File: src/hdl/itoa_pkg.sv
// Shared types and constants for the integer-to-ASCII radix converter.
// Used by itoa_div, itoa_digit_stack and integer_to_ascii_radix_top; no dependencies.
package itoa_pkg;

    localparam int VALUE_BITS = 32;
    localparam int RADIX_W    = 6;
    localparam int CHAR_W     = 7;
    localparam int STEP_W     = $clog2(VALUE_BITS);
    localparam int PTR_W      = $clog2(VALUE_BITS);
    localparam int CNT_W      = $clog2(VALUE_BITS + 1);

    localparam logic [RADIX_W-1:0] RADIX_MIN = RADIX_W'(2);
    localparam logic [RADIX_W-1:0] RADIX_MAX = RADIX_W'(36);
    localparam logic [RADIX_W-1:0] DECIMAL   = RADIX_W'(10);

    localparam logic [CHAR_W-1:0] CH_ZERO  = CHAR_W'(48);
    localparam logic [CHAR_W-1:0] CH_A     = CHAR_W'(97);
    localparam logic [CHAR_W-1:0] CH_MINUS = CHAR_W'(45);
    localparam logic [CHAR_W-1:0] CH_NONE  = CHAR_W'(0);

    typedef struct packed {
        logic signed [VALUE_BITS-1:0] value;
        logic [RADIX_W-1:0]           radix;
    } in_t;

    typedef struct packed {
        logic [CHAR_W-1:0] character;
        logic              last;
        logic              bad_radix;
    } out_t;

    typedef struct packed {
        logic                  start;
        logic [VALUE_BITS-1:0] dividend;
        logic [RADIX_W-1:0]    divisor;
    } div_req_t;

    typedef struct packed {
        logic                  done;
        logic [VALUE_BITS-1:0] quotient;
        logic [RADIX_W-1:0]    remainder;
    } div_rsp_t;

    typedef struct packed {
        logic              push;
        logic [CHAR_W-1:0] push_char;
        logic              pop;
    } stk_ctl_t;

    typedef struct packed {
        logic [CHAR_W-1:0] top_char;
        logic [CNT_W-1:0]  count;
    } stk_stat_t;

    // Digit value 0..35 to '0'..'9', 'a'..'z'
    function automatic logic [CHAR_W-1:0] digit_char(input logic [RADIX_W-1:0] d);
        logic [CHAR_W-1:0] dw;
        dw = CHAR_W'(d);
        if (d < RADIX_W'(10)) begin
            digit_char = CH_ZERO + dw;
        end else begin
            digit_char = CH_A - CHAR_W'(10) + dw;
        end
    endfunction

endpackage

File: src/hdl/integer_to_ascii_radix_top.sv
// Integer-to-ASCII radix converter: sequencer, divider and digit stack.
// Depends on itoa_pkg, itoa_div and itoa_digit_stack.
//
//   channel   direction  ports                         payload
//   s_        in         s_valid, s_ready, s_payload   value (signed 32), radix (6)
//   m_        out        m_valid, m_ready, m_payload   character (7), last, bad_radix
//
// Each digit costs one pass of the shared divider. s_ready is high only between requests.
// Reset is synchronous, active low, and clears the sequencer, divider and stack count.
// A stalled m_ready holds the current character and pauses emission.
module integer_to_ascii_radix_top (
    input  logic           aclk,
    input  logic           aresetn,
    input  logic           s_valid,
    output logic           s_ready,
    input  itoa_pkg::in_t  s_payload,
    output logic           m_valid,
    input  logic           m_ready,
    output itoa_pkg::out_t m_payload
);
    import itoa_pkg::*;

    localparam logic [2:0] ST_IDLE = 3'd0;
    localparam logic [2:0] ST_DIV  = 3'd1;
    localparam logic [2:0] ST_SIGN = 3'd2;
    localparam logic [2:0] ST_EMIT = 3'd3;
    localparam logic [2:0] ST_ERR  = 3'd4;

    logic [2:0]         state_reg, state_next;
    logic               neg_reg, neg_next;
    logic [RADIX_W-1:0] radix_reg, radix_next;
    logic               m_valid_reg, m_valid_next;
    out_t               m_payload_reg, m_payload_next;

    logic                  accept;
    logic                  radix_ok;
    logic                  in_neg;
    logic [VALUE_BITS-1:0] in_mag;
    logic                  out_free;

    div_req_t  div_req;
    div_rsp_t  div_rsp;
    stk_ctl_t  stk_ctl;
    stk_stat_t stk_stat;

    itoa_div u_div (
        .aclk    (aclk),
        .aresetn (aresetn),
        .req     (div_req),
        .rsp     (div_rsp)
    );

    itoa_digit_stack u_stack (
        .aclk    (aclk),
        .aresetn (aresetn),
        .ctl     (stk_ctl),
        .stat    (stk_stat)
    );

    assign s_ready  = (state_reg == ST_IDLE);
    assign accept   = s_valid && s_ready;
    assign radix_ok = s_payload.radix inside {[RADIX_MIN:RADIX_MAX]};
    assign in_neg   = (s_payload.radix == DECIMAL) && s_payload.value[VALUE_BITS-1];
    assign in_mag   = in_neg ? (VALUE_BITS'(0) - VALUE_BITS'(s_payload.value))
                             : VALUE_BITS'(s_payload.value);
    assign out_free = !m_valid_reg || m_ready;

    always_comb begin
        state_next     = state_reg;
        neg_next       = neg_reg;
        radix_next     = radix_reg;
        m_valid_next   = m_valid_reg && !m_ready;
        m_payload_next = m_payload_reg;

        div_req.start    = 1'b0;
        div_req.dividend = div_rsp.quotient;
        div_req.divisor  = radix_reg;

        stk_ctl.push      = 1'b0;
        stk_ctl.push_char = digit_char(div_rsp.remainder);
        stk_ctl.pop       = 1'b0;

        case (state_reg)
            ST_IDLE: begin
                if (accept) begin
                    neg_next   = in_neg;
                    radix_next = s_payload.radix;
                    if (radix_ok) begin
                        div_req.start    = 1'b1;
                        div_req.dividend = in_mag;
                        div_req.divisor  = s_payload.radix;
                        state_next       = ST_DIV;
                    end else begin
                        state_next = ST_ERR;
                    end
                end
            end
            ST_DIV: begin
                if (div_rsp.done) begin
                    stk_ctl.push = 1'b1;
                    // restart on the quotient until it runs out
                    if (div_rsp.quotient != '0) begin
                        div_req.start = 1'b1;
                    end else begin
                        state_next = neg_reg ? ST_SIGN : ST_EMIT;
                    end
                end
            end
            ST_SIGN: begin
                if (out_free) begin
                    m_valid_next   = 1'b1;
                    m_payload_next = '{character: CH_MINUS, last: 1'b0, bad_radix: 1'b0};
                    state_next     = ST_EMIT;
                end
            end
            ST_EMIT: begin
                if (out_free) begin
                    stk_ctl.pop    = 1'b1;
                    m_valid_next   = 1'b1;
                    m_payload_next = '{character: stk_stat.top_char,
                                       last: (stk_stat.count == CNT_W'(1)),
                                       bad_radix: 1'b0};
                    if (stk_stat.count == CNT_W'(1)) begin
                        state_next = ST_IDLE;
                    end
                end
            end
            ST_ERR: begin
                if (out_free) begin
                    m_valid_next   = 1'b1;
                    m_payload_next = '{character: CH_NONE, last: 1'b1, bad_radix: 1'b1};
                    state_next     = ST_IDLE;
                end
            end
            default: begin
                state_next = ST_IDLE;
            end
        endcase
    end

    always_ff @(posedge aclk) begin
        if (!aresetn) begin
            state_reg   <= ST_IDLE;
            m_valid_reg <= 1'b0;
        end else begin
            state_reg   <= state_next;
            m_valid_reg <= m_valid_next;
        end
    end

    always_ff @(posedge aclk) begin
        neg_reg       <= neg_next;
        radix_reg     <= radix_next;
        m_payload_reg <= m_payload_next;
    end

    assign m_valid   = m_valid_reg;
    assign m_payload = m_payload_reg;

endmodule

File: src/hdl/itoa_div.sv
// Shared restoring divider: one quotient bit per cycle.
// Depends on itoa_pkg.
module itoa_div (
    input  logic               aclk,
    input  logic               aresetn,
    input  itoa_pkg::div_req_t req,
    output itoa_pkg::div_rsp_t rsp
);
    import itoa_pkg::*;

    localparam logic [STEP_W-1:0] STEP_LAST = STEP_W'(VALUE_BITS - 1);

    logic [VALUE_BITS-1:0] q_reg;
    logic [RADIX_W-1:0]    r_reg;
    logic [RADIX_W-1:0]    d_reg;
    logic [STEP_W-1:0]     cnt_reg;
    logic                  busy_reg;

    logic [RADIX_W:0]      trial;
    logic                  fits;
    logic [RADIX_W:0]      r_step;
    logic [VALUE_BITS-1:0] q_step;

    always_comb begin
        trial  = {r_reg, q_reg[VALUE_BITS-1]};
        fits   = trial >= {1'b0, d_reg};
        r_step = fits ? (trial - {1'b0, d_reg}) : trial;
        q_step = {q_reg[VALUE_BITS-2:0], fits};
    end

    always_ff @(posedge aclk) begin
        if (!aresetn) begin
            busy_reg <= 1'b0;
            cnt_reg  <= '0;
        end else if (req.start) begin
            q_reg    <= req.dividend;
            d_reg    <= req.divisor;
            r_reg    <= '0;
            cnt_reg  <= '0;
            busy_reg <= 1'b1;
        end else if (busy_reg) begin
            q_reg   <= q_step;
            r_reg   <= r_step[RADIX_W-1:0];
            cnt_reg <= cnt_reg + STEP_W'(1);
            if (cnt_reg == STEP_LAST) begin
                busy_reg <= 1'b0;
            end
        end
    end

    // Results are valid in the cycle of the final step
    assign rsp.done      = busy_reg && (cnt_reg == STEP_LAST);
    assign rsp.quotient  = q_step;
    assign rsp.remainder = r_step[RADIX_W-1:0];

endmodule

File: src/hdl/itoa_digit_stack.sv
// Last-in first-out store of digit characters, so digits leave most significant first.
// Depends on itoa_pkg.
module itoa_digit_stack (
    input  logic                aclk,
    input  logic                aresetn,
    input  itoa_pkg::stk_ctl_t  ctl,
    output itoa_pkg::stk_stat_t stat
);
    import itoa_pkg::*;

    logic [CHAR_W-1:0] mem [VALUE_BITS];
    logic [CNT_W-1:0]  cnt_reg;
    logic [CNT_W-1:0]  top_idx;

    assign top_idx = cnt_reg - CNT_W'(1);

    always_ff @(posedge aclk) begin
        if (!aresetn) begin
            cnt_reg <= '0;
        end else if (ctl.push) begin
            cnt_reg <= cnt_reg + CNT_W'(1);
        end else if (ctl.pop) begin
            cnt_reg <= top_idx;
        end
    end

    always_ff @(posedge aclk) begin
        if (ctl.push) begin
            mem[cnt_reg[PTR_W-1:0]] <= ctl.push_char;
        end
    end

    assign stat.top_char = mem[top_idx[PTR_W-1:0]];
    assign stat.count    = cnt_reg;

endmodule
File: config.mk
export PLATFORM = sky130hd
export DESIGN_NAME = integer_to_ascii_radix_top
export DESIGN_NICKNAME = d
export VERILOG_FILES = /design/src/hdl/itoa_pkg.sv /design/src/hdl/integer_to_ascii_radix_top.sv /design/src/hdl/itoa_div.sv /design/src/hdl/itoa_digit_stack.sv
export SDC_FILE = /design/constraint.sdc
export NUM_CORES = 1
export LEC_CHECK = 0
export ABC_AREA = 1
export ABC_CLOCK_PERIOD_IN_PS = 3870
export BUFFER_PORTS_ARGS = -buffer_cell sky130_fd_sc_hd__buf_4
export CORE_MARGIN = 2
export CORE_UTILIZATION = 40
export CTS_BUF_LIST = sky130_fd_sc_hd__clkbuf_4 sky130_fd_sc_hd__clkbuf_8 sky130_fd_sc_hd__clkbuf_16
export DETAILED_ROUTE_END_ITERATION = 7
export MAX_ROUTING_LAYER = met4
export SETUP_SLACK_MARGIN = 0.2
export SYNTH_ARGS = -nofsm -noshare
export SYNTH_HDL_FRONTEND = slang
export SYNTH_SLANG_ARGS = --single-unit
File: constraint.sdc
create_clock -name aclk -period 3.87 [get_ports aclk]
set_input_delay 0.387 -clock aclk [delete_from_list [all_inputs] [get_ports aclk]]
set_output_delay 0.387 -clock aclk [all_outputs]
set_load 0.005 [all_outputs]
==> results.toml, run 1 <==
[cells_and_area]
largest_reg_flops = 224
antenna_cells = 0
layout_commonest_cell = "edfxtp_1"
drive_gt1_frac = 0.128
area_growth_pct = 14.6
final_util = 0.465
fin_nets = 1458
final_cell_mix = "284 x edfxtp_1, 225 x nand2_1, 184 x nor2_1, 113 x o21ai_0, 101 x inv_1"
fillCellCount = 3209

[clocking]
clock-root-buffer = "clkbuf_16"
clockBufferDepth = 3
clk_pin_slew_ns = 0.06
cts_resized = 0
clock-sinks = 300
numCtsBuffers = 31
clock_latency_ns = 0.58
cts_tree = "yes"
cts-htree-levels = 1

[timing]
max_freq_mhz = 301
worst_pin_slew_ns = 0.948
maxSlewHeadroom = 0.368
setup_viol = 0
skew_ns = 0.0113
fin_setup_tns_ns = 0
rsz0062_at_grt = "no"
slew_violations = 0
hold_viol_final = 0
period_share = 0.859
period_needed_ns = 3.32

[outcome]
status = "completed"

[setup_path]
r2r_slack_ns = 0.55
cp-startpoint = "u_div.r_reg[1]$_SDFFCE_PN0P_"
r2r-start = "u_div.r_reg[1]$_SDFFCE_PN0P_"
timing.rr.end = "u_stack.mem[0][1]$_DFFE_PP_"
worst_setup_path_end_kind = "register"
critPathMaxFanout = 21
cp.arrival_ns = 3.75
cp.required_ns = 4.29
reg2regPathDepth = 12
worst-setup-path-type = "reg2reg"
crit_path_start_kind = "register"

[synth]
syn_area_mm2 = 0.0140
syn_nets = 1394
synth_cells = 1333
ys_ff_latch = 300
synthTopCellsByArea = "edfxtp_1 61%, nand2_1 6.0%, nor2_1 5.0%"
yosysSeqAreaShare = 0.633
ys_warn_count = 0
avgSynthCellArea_um2 = 10.5
synth_top_area_share = 0.610
synth_top_area_cell = "edfxtp_1"
synth_cell_types = 50

[drt]
final_antenna_net_count = 0
route.detailed.drc = 0
route.vias.total = 9978
dr.pass1.iters = 6
vias_per_cell = 5.33
wl_per_cell_um = 18.4
drt_iter0_markers = 889
postRouteWirelength_um = 34400

[floorplanning]
start_util = 0.406
die_h_um = 191
die_x_um = 191
die_area_mm2 = 0.0365
core.rowCount = 68
core-area_mm2 = 0.0345
io_pins = 53

[power]
ir_drop_uv = 438
leakagePower_uw = 0.00587
power_density_mw_per_mm2 = 698

[global_routing]
grt-ovfl-total = 0
track_usage = 0.196
grt_pass1_vias = 9818
grt_max_degree = 62
grt_antenna_before_repair = 0
grt_pass1_wl_um = 54100

[min_path]
hold_path_depth = 1
min-delay-start = "s_payload[0]"
holdPathEnd = "radix_reg[0]$_DFFE_PP_"
hold_class = "in2reg"

[flow_run]
cap_violations = 0

[placement]
io_buffers = 52
gp_congestion = 0.877
dp_hpwl_um = 22300
==> stage by stage <==
stage	cells	power [uW]	instance area [um2]	hold WS [ns]	worst slack, ns
global route	1873	11700	16000	0.00963	0.225
detailed placement	1815	8330	15000	0.481	0.518
floorplan	1333	6820	14000	0.445	0.641
CTS	1873	11300	16000	0.00103	0.501
finish	1873	11200	16000	0.0194	0.545
global placement	1815	8260	15000	0.465	0.631
==> final cells by class <==
type                    count  area (um2)  share of cell area
inverters                 113         430              0.0269
flip-flops and latches    300        8850               0.553
well taps                 455         569              0.0355
multi-input cells         860        4450               0.278
repair buffers             91         718              0.0448
clock buffers              36         813              0.0508
clock inverters            18         181              0.0113
==> worst max path at each step <==
stage	slack, ns	cells after the start	to
2_1_floorplan	0.64	10	u_stack.mem[0][0]$_DFFE_PP_
3_3_place_gp	0.63	10	u_stack.mem[21][1]$_DFFE_PP_
3_5_place_dp	0.52	10	u_stack.mem[20][1]$_DFFE_PP_
4_1_cts	0.50	12	u_stack.mem[2][1]$_DFFE_PP_
5_1_grt	0.22	14	u_stack.mem[21][1]$_DFFE_PP_
6_report	0.55	12	u_stack.mem[0][1]$_DFFE_PP_
==> report_power, final <==
part           leakage (uW)  switching [uW]  internal (uW)
combinational       0.00269            2460           1000
sequential          0.00270            91.0           4690
clock              0.000489            1250           1700
==> routing by layer <==
metal | vias up | track usage | wire, um
met1 | 4817 | 0.267 | 15500
met2 | 302 | 0.309 | 16100
met4 | 0 | 0.0507 | 726
li1 | 4809 | - | -
met5 | - | - | 0
met3 | 50 | 0.0301 | 2160
==> cell usage after synthesis, drive strengths merged <==
master and number:
clkbuf 20, dfxtp 16, xor2 22, o2111ai 1, ha 18, nand4 8
o32ai 1, o22ai 18, inv 112, o21bai 1, edfxtp 284, o21a 1
nand3 81, nor3 11, o221ai 17, o211ai 19, clkinv 1, a31oi 4
a21oi 59, o21ai 125, o311ai 9, a211oi 2, a21boi 1, fa 1
nand2 239, a22oi 14, xnor2 7, mux2i 2, a32oi 1, or2 3
and3 1, nor2 190, nor4 3, o31ai 1, buf 40
==> repair_timing <==
item                                    CTS  global route
endpoints found under the hold margin     4             0
hold buffers                              4             0
buffers inserted                          0             0
endpoints found under the setup margin    0             0
==> cell families (layout without fill, tap and decap cells) <==
logic type | Yosys count | in the layout | share of synthesized area
compound gates | 274 | 274 | 0.115
fa+ha+maj | 19 | 19 | 0.0175
buf+inv | 173 | 258 | 0.0515
flops | 300 | 300 | 0.633
xor+xnor | 29 | 29 | 0.0198
mux | 2 | 2 | 0.00143
simple gates | 536 | 536 | 0.161
==> worst max-delay path: stages, from the launching register on <==
cell and delay, ns:
edfxtp_1 0.39, ha_1 0.41, nand2_1 0.10, nor2_1 0.12
nand3_1 0.13, nand3_4 0.17, inv_4 0.06, o21a_1 0.26
ha_1 0.28, nand2_4 0.14, inv_4 0.06, o21ai_2 0.73
buf_4 0.31
Note: power is estimated with default switching activity, not from simulation.
==> run 2, diff against run 1 <==
--- a/config.mk
+++ b/config.mk
@@ -5,7 +5,7 @@
 export SDC_FILE = /design/constraint.sdc
 export NUM_CORES = 1
 export LEC_CHECK = 0
-export ABC_AREA = 1
+export ABC_AREA = 0
 export ABC_CLOCK_PERIOD_IN_PS = 3870
 export BUFFER_PORTS_ARGS = -buffer_cell sky130_fd_sc_hd__buf_4
 export CORE_MARGIN = 2
@@ -13,6 +13,7 @@
 export CTS_BUF_LIST = sky130_fd_sc_hd__clkbuf_4 sky130_fd_sc_hd__clkbuf_8 sky130_fd_sc_hd__clkbuf_16
 export DETAILED_ROUTE_END_ITERATION = 7
 export MAX_ROUTING_LAYER = met4
+export PLACE_DENSITY = 0.61
 export SETUP_SLACK_MARGIN = 0.2
 export SYNTH_ARGS = -nofsm -noshare
 export SYNTH_HDL_FRONTEND = slang
==> run 2 against run 1 <==
Effect of this change:
- flip-flop and latch count did not move
- wire length decreased by 20%
- design area shrank 4.1%
- largest cell class unchanged
- clock-buffer cell count rose by 3
- via count decreased by 26%
- clock skew up 0.019 ns
- die area fell by 5.5%
- area after synthesis fell by 5.6%
- global-route usage fell by 3.0 points
- clock power fell by 5%
==> results.toml, run 2 <==
[outcome]
status = "completed"

[cells_and_area]
drive_gt1_frac = 0.235
multi_input_comb_area_mm2 = 0.00423
final_cell_mix = "284 x edfxtp_1, 90 x nor2_1, 82 x buf_4, 79 x nand2_1, 70 x mux4_2"
layout_commonest_cell = "edfxtp_1"
largest_reg_flops = 224
fillCellCount = 2862
area_growth_pct = 16.4
seq_area_mm2 = 0.00885
fin_nets = 1001
antenna_cells = 0

[timing]
maxSlewHeadroom = 0.433
setup_slack_ns = 0.439
hold_viol_final = 0
setup_viol = 0
hold_ws_ns = 0.0584
fin_setup_tns_ns = 0
skew_ns = 0.0300
period_needed_ns = 3.43
max_freq_mhz = 291
period_share = 0.887
slew_violations = 0
rsz0062_at_grt = "yes"
worst_pin_slew_ns = 0.848

[setup_path]
critPathMaxFanout = 32
cp.required_ns = 4.22
crit_path_start_kind = "register"
worst-setup-path-type = "reg2reg"
cp.arrival_ns = 3.78
reg2regPathDepth = 11
worst_setup_path_end_kind = "register"

[drt]
dr.pass1.iters = 5
vias_per_cell = 5.27
final_antenna_net_count = 0
route.detailed.drc = 0
route.vias.total = 7413
drt_iter0_markers = 668
wl_per_cell_um = 19.5
postRouteWirelength_um = 27400

[placement]
place_ws_ns = 0.124
dp_hpwl_um = 18400
gp_congestion = 0.838
io_buffers = 52

[floorplanning]
die_h_um = 186
start_util = 0.406
core-area_mm2 = 0.0325
die_area_mm2 = 0.0345
core.rowCount = 66
io_pins = 53
die_x_um = 186

[min_path]
hold_path_depth = 1
hold_class = "in2reg"

[power]
leakagePower_uw = 0.00499
power_density_mw_per_mm2 = 619
combPwrFrac = 0.229
seqPwrFrac = 0.477
clkPwrFrac = 0.294
p_int_uw = 6800
p_sw_frac = 0.285
p_switching_uw = 2710
ir_drop_uv = 462
total_power_uw = 9510

[clocking]
post-cts-setup-buffers = 0
clock_latency_ns = 0.58
clk_pin_slew_ns = 0.06
cts-htree-levels = 1
clock-root-buffer = "clkbuf_16"
clockBufferDepth = 3
cts_tree = "yes"
clock-sinks = 300
numCtsBuffers = 31

[synth]
synth_most_common_cell = "edfxtp_1"
synth_ff_type = "edfxtp_1"
synth-edff-count = 284
yosysSeqAreaShare = 0.670
ys_warn_count = 0
async_flop_share = 0
ys_ff_latch = 300
synth_common_cells = "284 x edfxtp_1, 91 x nor2_1, 80 x nand2_1, 70 x mux4_2, 28 x xnor2_1"
synth_cells = 856
synth_cell_types = 58
synthTopCellsByArea = "edfxtp_1 65%, mux4_2 12%, nor2_1 2.6%"
syn_nets = 917
synth_top_area_cell = "edfxtp_1"
syn_area_mm2 = 0.0132
synth_top_area_share = 0.646
avgSynthCellArea_um2 = 15.4

[global_routing]
grt_pass1_wl_um = 42500
grt_antenna_before_repair = 0
grt_max_degree = 69
grt-ovfl-total = 0
track_usage = 0.167
grt_pass1_vias = 7447

[flow_run]
cap_violations = 0
[run 2: cell count changes after synthesis, sizes merged, moves of 10 or more]
cell	delta
buf	-28
nand3	-74
a22oi	-13
nor2	-99
o221ai	-17
mux4	+70
inv	-92
o211ai	-16
nand2	-159
xnor2	+21
o21ai	-81
mux2i	+10
o22ai	-17
a21oi	-31
[run 2: stage by stage]
step           cell area (um2)  utilization  instances
2_1_floorplan            13200            -        856
3_3_place_gp             14400        0.441       1348
3_5_place_dp             14400        0.441       1348
4_1_cts                  15300        0.471       1405
5_1_grt                  15400        0.472       1406
6_report                 15400        0.472       1406
[run 2: worst paths after layout]
check,endpoint,from,slack (ns)
setup reg to reg,u_stack.mem[16][4]$_DFFE_PP_,u_div.q_reg[31]$_DFFE_PP_,0.44
hold reg to reg,u_div.cnt_reg[4]$_SDFFE_PP0P_,u_div.cnt_reg[4]$_SDFFE_PP0P_,0.51
setup / recovery,u_stack.mem[16][4]$_DFFE_PP_,u_div.q_reg[31]$_DFFE_PP_,0.44
hold / removal,radix_reg[2]$_DFFE_PP_,s_payload[2],0.06
[run 2: timing repair]
item | 4_1_cts | 5_1_grt
endpoints found under the setup margin | 32 | 64
cloned | 0 | 1
hold buffers | 0 | 0
pin swaps | 0 | 0
gates resized for setup | 1 | 2
[run 2: kinds of logic (layout without fill, tap and decap cells)]
| kind of cell | after synthesis | in the layout | share of synthesized area |
|---|---|---|---|
| compound gates | 105 | 105 | 0.0472 |
| xor+xnor | 42 | 43 | 0.0279 |
| fa+ha+maj | 19 | 19 | 0.0186 |
| buf+inv | 56 | 163 | 0.0181 |
| flops | 300 | 300 | 0.670 |
| mux | 84 | 84 | 0.130 |
| simple gates | 250 | 250 | 0.0875 |
[run 2: worst max-delay path, cell delays in order, from the launching register on]
cell      delay, ns
edfxtp_1       0.38
inv_1          0.08
ha_1           0.26
nand2b_1       0.16
a211o_1        0.34
a21oi_2        0.27
buf_4          0.21
mux2_2         0.43
ha_1           0.27
a221oi_2       0.34
xnor2_2        0.15
buf_4          0.32
[run 2: final cells by class]
type                            instances  share of cell area
Sequential cell                       300               0.576
Multi-Input combinational cell        501               0.276
Clock buffer                           39              0.0544
Timing Repair Buffer                   86              0.0453
Tap cell                              442              0.0360
Clock inverter                         18             0.00782
Inverter                               20             0.00489
[run 2: power by group through the flow]
stage	combinational [uW]	clock [uW]	sequential [uW]
floorplan	1300	0	4580
global placement	2090	0	4600
detailed placement	2130	0	4610
CTS	2150	2850	4540
global route	2430	2970	4550
finish	2180	2800	4530
[run 2: layer usage]
layer | GRT usage | up-vias | routed length [um] | share of wire
li1 | - | 3480 | - | -
met1 | 0.210 | 3724 | 11700 | 0.43
met2 | 0.285 | 168 | 14100 | 0.51
met3 | 0.0217 | 41 | 962 | 0.035
met4 | 0.0435 | 0 | 679 | 0.025
met5 | - | - | 0 | 0
==> run 3, diff against run 2 <==
--- a/config.mk
+++ b/config.mk
@@ -8,6 +8,7 @@
 export ABC_AREA = 0
 export ABC_CLOCK_PERIOD_IN_PS = 3870
 export BUFFER_PORTS_ARGS = -buffer_cell sky130_fd_sc_hd__buf_4
+export CORE_ASPECT_RATIO = 1.2
 export CORE_MARGIN = 2
 export CORE_UTILIZATION = 40
 export CTS_BUF_LIST = sky130_fd_sc_hd__clkbuf_4 sky130_fd_sc_hd__clkbuf_8 sky130_fd_sc_hd__clkbuf_16
==> run 3 against run 2 <==
Effect of this change:
- total power shrank 0.79%
- hold slack gained 0.011 ns
- non-clock buffer count up 19
- setup slack got worse by 0.027 ns
- first-iteration DRC count fell by 33%
- cell count fell by 1.3%
- die area about the same
- critical path depth decreased by 1
- design area up 0.35%
==> results.toml, run 3 (same netlist as run 2, synthesis figures left out) <==
[clocking]
clk_pin_slew_ns = 0.06
cts_tree = "yes"
clock-sinks = 300
post-cts-setup-buffers = 0
ctsHoldBuffers = 0
cts_resized = 2
numCtsBuffers = 30
clockBufferDepth = 3
clock_latency_ns = 0.55
clock-root-buffer = "clkbuf_16"
cts-htree-levels = 1

[timing]
worst_pin_slew_ns = 1.10
hold_ws_ns = 0.0696
setup_viol = 0
hold_viol_final = 0
slew_violations = 0
skew_ns = 0.0115
fin_setup_tns_ns = 0
period_needed_ns = 3.46
maxSlewHeadroom = 0.265
rsz0062_at_grt = "no"
max_freq_mhz = 289
period_share = 0.893

[cells_and_area]
final_util = 0.477
layout_commonest_cell = "edfxtp_1"
drive_gt1_frac = 0.256
multi_input_comb_area_mm2 = 0.00420
seq_area_mm2 = 0.00885
fin_cells = 1388
fin_nets = 1018
largest_reg_flops = 224
fillCellCount = 2743
final_cell_mix = "284 x edfxtp_1, 102 x buf_4, 90 x nor2_1, 79 x nand2_1, 70 x mux4_2"
antenna_cells = 0
area_growth_pct = 16.8

[global_routing]
grt_max_degree = 69
grt_antenna_before_repair = 0
grt-ovfl-total = 0
track_usage = 0.175
grt_pass1_vias = 7447
grt_pass1_wl_um = 44400

[floorplanning]
core.rowCount = 72
die_h_um = 203
core-area_mm2 = 0.0323
io_pins = 53
die_x_um = 170
die_area_mm2 = 0.0345
start_util = 0.408

[power]
combPwrFrac = 0.227
p_switching_uw = 2650
p_int_uw = 6790
p_sw_frac = 0.281
total_power_uw = 9440
leakagePower_uw = 0.00509
power_density_mw_per_mm2 = 612
clkPwrFrac = 0.293
seqPwrFrac = 0.480
ir_drop_uv = 391

[drt]
top_layer = "met4"
drt_iter0_markers = 450
dr_wl_met3_um = 1370
met1_length_um = 11800
wl_per_cell_um = 20.5
postRouteWirelength_um = 28500
vias_per_cell = 5.38
wl_met2_um = 14700
route.detailed.drc = 0
route.vias.total = 7465
dr.pass1.iters = 5
final_antenna_net_count = 0

[setup_path]
critPathMaxFanout = 32
cp.required_ns = 4.10
cp.arrival_ns = 3.68
worst-setup-path-type = "reg2reg"
worst_setup_path_end_kind = "register"
crit_path_start_kind = "register"

[placement]
dp_hpwl_um = 18900
placed_cells = 1332
gp_congestion = 0.785
io_buffers = 52

[flow_run]
cap_violations = 0

[min_path]
hold_class = "in2reg"

[outcome]
status = "completed"
## run 3: cell count changes in the layout (fill, tap and decap cells not counted), sizes merged
cell and delta:
inv +1, buf +19, clkbuf +4, clkinv -6, bufinv -1, clkinvlp +1
xor2 -1
## run 3: power groups by stage
| stage | Sequential [uW] | Combinational, uW | Clock [uW] |
|---|---|---|---|
| final | 4530 | 2140 | 2770 |
| after floorplan | 4580 | 1300 | 0 |
| after global placement | 4600 | 2100 | 0 |
| after CTS | 4530 | 2180 | 2830 |
| after global routing | 4540 | 2380 | 2970 |
| after detailed placement | 4600 | 2160 | 0 |
## run 3: metrics by stage
stage / area (um2) / worst slack, ns
floorplan: 13200 / 0.143
global placement: 14400 / 0.263
detailed placement: 14400 / 0.154
CTS: 15400 / 0.401
global route: 15400 / 0.204
finish: 15400 / 0.412
## run 3: path summary, 6_finish.rpt
path                                      start                       endpoint  slack, ns  depth (start not counted)
setup / recovery      u_div.q_reg[31]$_DFFE_PP_   u_stack.mem[29][4]$_DFFE_PP_       0.41                         10
hold / removal                     s_payload[2]         radix_reg[2]$_DFFE_PP_       0.07                          1
setup reg to reg      u_div.q_reg[31]$_DFFE_PP_   u_stack.mem[29][4]$_DFFE_PP_       0.41                         10
hold reg to reg   u_div.cnt_reg[4]$_SDFFE_PP0P_  u_div.cnt_reg[4]$_SDFFE_PP0P_       0.50                          2
## run 3: area by class of cell
type / instances / area share
multi-input cells: 500 / 0.272
well taps: 407 / 0.0330
flip-flops and latches: 300 / 0.574
repair buffers: 105 / 0.0536
clock inverters: 13 / 0.00503
inverters: 20 / 0.00487
clock buffers: 43 / 0.0574
## run 3: per-layer routing
metal / track usage / up-vias
met5: - / -
met4: 0.0394 / 0
met3: 0.0226 / 40
met2: 0.301 / 188
met1: 0.223 / 3732
li1: - / 3505
## run 3: critical path, cell delays in order (launching register included)
cell and delay [ns]:
edfxtp_1 0.39, inv_1 0.08, ha_1 0.26, nand2b_1 0.16
a211o_1 0.33, a21oi_2 0.35, buf_4 0.21, mux2_2 0.37
ha_1 0.24, a221oi_2 0.39, xnor2_4 0.37
